### src/hw/rtl/ppw_prod3.sv
// Three independent signed products, registered
module ppw_prod3 #(
  parameter int A_WIDTH = 21,
  parameter int B_WIDTH = 21
) (
  input  logic                              clk_i,
  input  logic                              en_i,
  input  logic signed [A_WIDTH-1:0]         a_i    [3],
  input  logic signed [B_WIDTH-1:0]         b_i    [3],
  output logic signed [A_WIDTH+B_WIDTH-1:0] prod_o [3]
);

  logic signed [A_WIDTH+B_WIDTH-1:0] prod_q [3];

  always_ff @(posedge clk_i) begin
    if (en_i) begin
      for (int n = 0; n < 3; n++) begin
        prod_q[n] <= a_i[n] * b_i[n];
      end
    end
  end

  assign prod_o = prod_q;

endmodule

### config.mk
export PLATFORM = sky130hd
export DESIGN_NAME = ppw_prod3
export DESIGN_NICKNAME = d
export VERILOG_FILES = /design/src/hw/rtl/ppw_prod3.sv
export SDC_FILE = /design/constraint.sdc
export NUM_CORES = 2
export LEC_CHECK = 0
export BUFFER_PORTS_ARGS = -buffer_cell sky130_fd_sc_hd__buf_2
export CORE_MARGIN = 1.5
export CORE_UTILIZATION = 25
export CTS_BUF_LIST = sky130_fd_sc_hd__clkbuf_4 sky130_fd_sc_hd__clkbuf_8
export DETAILED_ROUTE_END_ITERATION = 8
export SYNTH_ARGS = -nofsm -noshare
export SYNTH_HDL_FRONTEND = slang
export SYNTH_SLANG_ARGS = --single-unit
### constraint.sdc
create_clock -name clk_i -period 19.8 [get_ports clk_i]
set_clock_uncertainty 0.2 [all_clocks]
set_input_delay 5.94 -clock clk_i [delete_from_list [all_inputs] [get_ports clk_i]]
set_output_delay 5.94 -clock clk_i [all_outputs]
set_load 0.03 [all_outputs]
Word level (Yosys, flattened, before mapping). Index checks and enable logic that the tools add are counted.

Output and inout port bits: 126. Register bits: 126.

$mul: 3.

Operators by type and width (count): $mul 21x21->42 (3).

Depth between registers and ports, before layout.
Depth in word-level cells: 1. Gate-level depth with buffers: 27. Gate-level depth less buffers: 25.

Least setup slack after synthesis. OpenSTA, ideal clock, no wires.

Path kind: input-to-reg. Start: input a_i[20] (netlist name). End: register prod_q, in the netlist prod_o[41], data pin. Slack: 7.129 ns. Buffers on the path: 1. Arrival time: 12.209 ns. Data required time: 19.337 ns. Cell stages on the path: 22. Path through: clkbuf_1 > nand2_1 > fa_1 > inv_1 > fa_1 > inv_1 > fa_1 > inv_1 > fa_1 > fa_1 > fa_1 > inv_1 > fa_1 > inv_1 > ha_1 > o21a_1 > o211ai_1 > o21ai_0 > a31o_2 > a211o_1 > o41ai_2 > xnor2_1.

Longest elaborated chain between the ends: 1.

RTL lines: start, declared (line 8) `input logic signed [A_WIDTH-1:0] a_i [3],`; $mul 21x21->42 (line 18) `prod_q[n] <= a_i[n] * b_i[n];`; end signal, assigned by index (line 18); end, declared (line 13) `logic signed [A_WIDTH+B_WIDTH-1:0] prod_q [3];`.

Every way passes these cells. A chain may end at the register's enable or synchronous reset.

Worst setup path in the final report.
Start: input a_i[8] (netlist name). End: register prod_q, in the netlist prod_o[40], data pin.

Same word-level chain as after synthesis.

==> impl_metrics.py <==
metrics = {
    "yosys": {
        "synth.yosys.warnings": 0,
        "yosysUniqueCellTypes": 57,
        "synth-edff-count": 126,
        "syn_area_um2": 52900,
        "ys.flop_type": "edfxtp_1",
        "yosys.area.top_type": "fa_1",
        "syn_avg_cell_area_um2": 9.48,
        "synth_common_cells": "1497 x inv_1, 1377 x fa_1, 729 x nand2_1, 588 x and2_1, 333 x ha_1",
        "synth.most_common_cell": "inv_1",
        "syn_nets": 7417,
        "netlist.area_leader.share": 0.521,
        "yosysSeqAreaShare": 0.0716,
        "ys_top_cells_by_area": "fa_1 52%, inv_1 11%, ha_1 7.9%",
        "synthCells": 5579,
        "async_reset_ff_frac": 0,
        "ys_ff_latch": 126,
    },
    "cts": {
        "cts.sinks": 126,
        "cts_setup_buffers": 0,
        "cts_tree": "yes",
        "clock_path_buffers": 2,
        "cts_buffers": 17,
        "cts_root_buffer": "clkbuf_8",
        "post_cts_resized": 0,
        "htree_num_levels": 4,
        "clk_pin_slew_ns": 0.13,
        "hold_buffers": 0,
    },
    "detailed_routing": {
        "first_pass_iters": 5,
        "vias_per_cell": 4.35,
        "routedWlPerCell_um": 17.3,
        "vias": 36690,
        "antenna_left": 0,
        "route.detailed.drc": 0,
        "wl_um": 146000,
        "drt_iter0_drc": 2249,
    },
    "sta": {
        "max_slew_margin": 0.385,
        "worst_slew_pin_slew_ns": 0.922,
        "rsz0062_at_grt": "false",
        "whs_ns": 5.50,
        "finalCritPeriodShare": 0.658,
        "fin_ws_ns": 6.78,
        "max_freq_ghz": 0.0768,
        "finalHoldViolCount": 0,
        "slew_viol_final": 0,
        "min_period_ns": 13.02,
        "finalSetupViolCount": 0,
        "tns_ns": 0,
    },
    "critical_path": {
        "required_ns": 19.97,
        "crit_fanout": 21,
        "path_buf_inv": 7,
        "setup.worst_path.end_class": "register",
        "cp_top_family": "adder cells",
        "path_class": "input pin to register",
        "crit_slowest_cell": "a31oi_1",
        "path_common_cell": "fa_1",
        "crit_arrival_ns": 13.19,
        "max_stage_delay_ns": 0.77,
        "start_kind": "input pin",
    },
    "min_path": {
        "hp-class": "input pin to register",
        "whs_endpoint": "prod_o[115]",
        "worstHoldStart": "en_i",
        "whs_path_depth": 1,
    },
    "placed_design": {
        "dp_hpwl_um": 118000,
        "port_buffers": 253,
        "dpl.cell_count": 8385,
        "globalplace.congestion": 0.864,
        "pre_cts_slack_ns": 6.21,
    },
    "global_routing": {
        "grt_util_met3": 0.0273,
        "use_met2": 0.240,
        "antenna_found_initial": 28,
        "grt_max_degree": 53,
        "grt_pass1_wl_um": 236000,
        "grt-ovfl-total": 0,
        "grt_pass1_vias": 41505,
        "grtUsageMet1": 0.178,
        "grt_usage": 0.142,
        "busiest_layer": "met2",
    },
    "finish": {
        "largest_register_ffs": 126,
        "final_cells": 8429,
        "syn2layout_area_growth_pct": 8.05,
        "fin_nets": 7437,
        "drive_gt1_frac": 0.0551,
    },
    "die": {
        "io_pins": 254,
        "die_w_um": 463,
        "initial_core_util": 0.252,
        "dieArea_um2": 214000,
        "core_um2": 210000,
        "die-height_um": 463,
        "rows": 168,
    },
    "job": {
        "drv_cap": 0,
    },
    "status": {
        "status": "finished clean",
    },
}
cells by family (layout without fill, tap and decap cells):
kind of cell    Yosys count  count (layout)  share of synthesized area
buf+inv                1759            1792                      0.125
fa+ha+maj              1710            1710                      0.600
simple gates           1536            1536                      0.142
compound gates          317             317                     0.0394
xor+xnor                131             131                     0.0217
flops                   126             126                     0.0716
other cells               0              12                          0
per-layer routing:
layer | up-vias | part of all wire | routed length (µm)
met1 | 19202 | 0.41 | 59600
met3 | 246 | 0.064 | 9320
met5 | - | 0.00077 | 113
met4 | 18 | 0.039 | 5660
met2 | 1141 | 0.49 | 71500
li1 | 16083 | - | -
through the flow:
step | util | cell area, µm²
after CTS | 0.272 | 57100
after detailed placement | 0.270 | 56700
after global placement | 0.270 | 56700
after floorplan | - | 52900
after global routing | 0.272 | 57100
final | 0.272 | 57100
final cells by class:
class	count	area, µm²
clock buffers	18	241
inverters	1499	5630
well taps	2805	3510
multi-input cells	3694	42500
fillers	22416	153000
clock inverters	14	120
flip-flops and latches	126	3780
repair buffers	261	1330
diodes	12	30.0
cell usage in the layout (no fill, tap or decap), types with 22 or more instances in the layout:
| master | instances |
|---|---|
| o21ai_0 | 53 |
| nand2_1 | 729 |
| xor2_1 | 33 |
| nand2b_1 | 28 |
| a21oi_1 | 93 |
| edfxtp_1 | 126 |
| buf_2 | 252 |
| a211oi_1 | 22 |
| xnor2_1 | 98 |
| ha_1 | 333 |
| fa_1 | 1377 |
| nor2_1 | 102 |
| inv_1 | 1497 |
| a21o_1 | 50 |
| and2_1 | 588 |
worst max-delay path by stage:
stage	cells past startpoint	from	slack (ns)	endpoint
2_1_floorplan	22	a_i[20]	7.13	prod_o[41]
3_3_place_gp	25	b_i[4]	6.23	prod_o[40]
3_5_place_dp	22	a_i[41]	6.21	prod_o[82]
4_1_cts	22	a_i[41]	6.94	prod_o[82]
5_1_grt	24	b_i[27]	6.45	prod_o[82]
6_report	25	a_i[8]	6.78	prod_o[40]
Power is not shown: default switching activity piles up to over one toggle a cycle in this logic, so the estimate is an artifact.
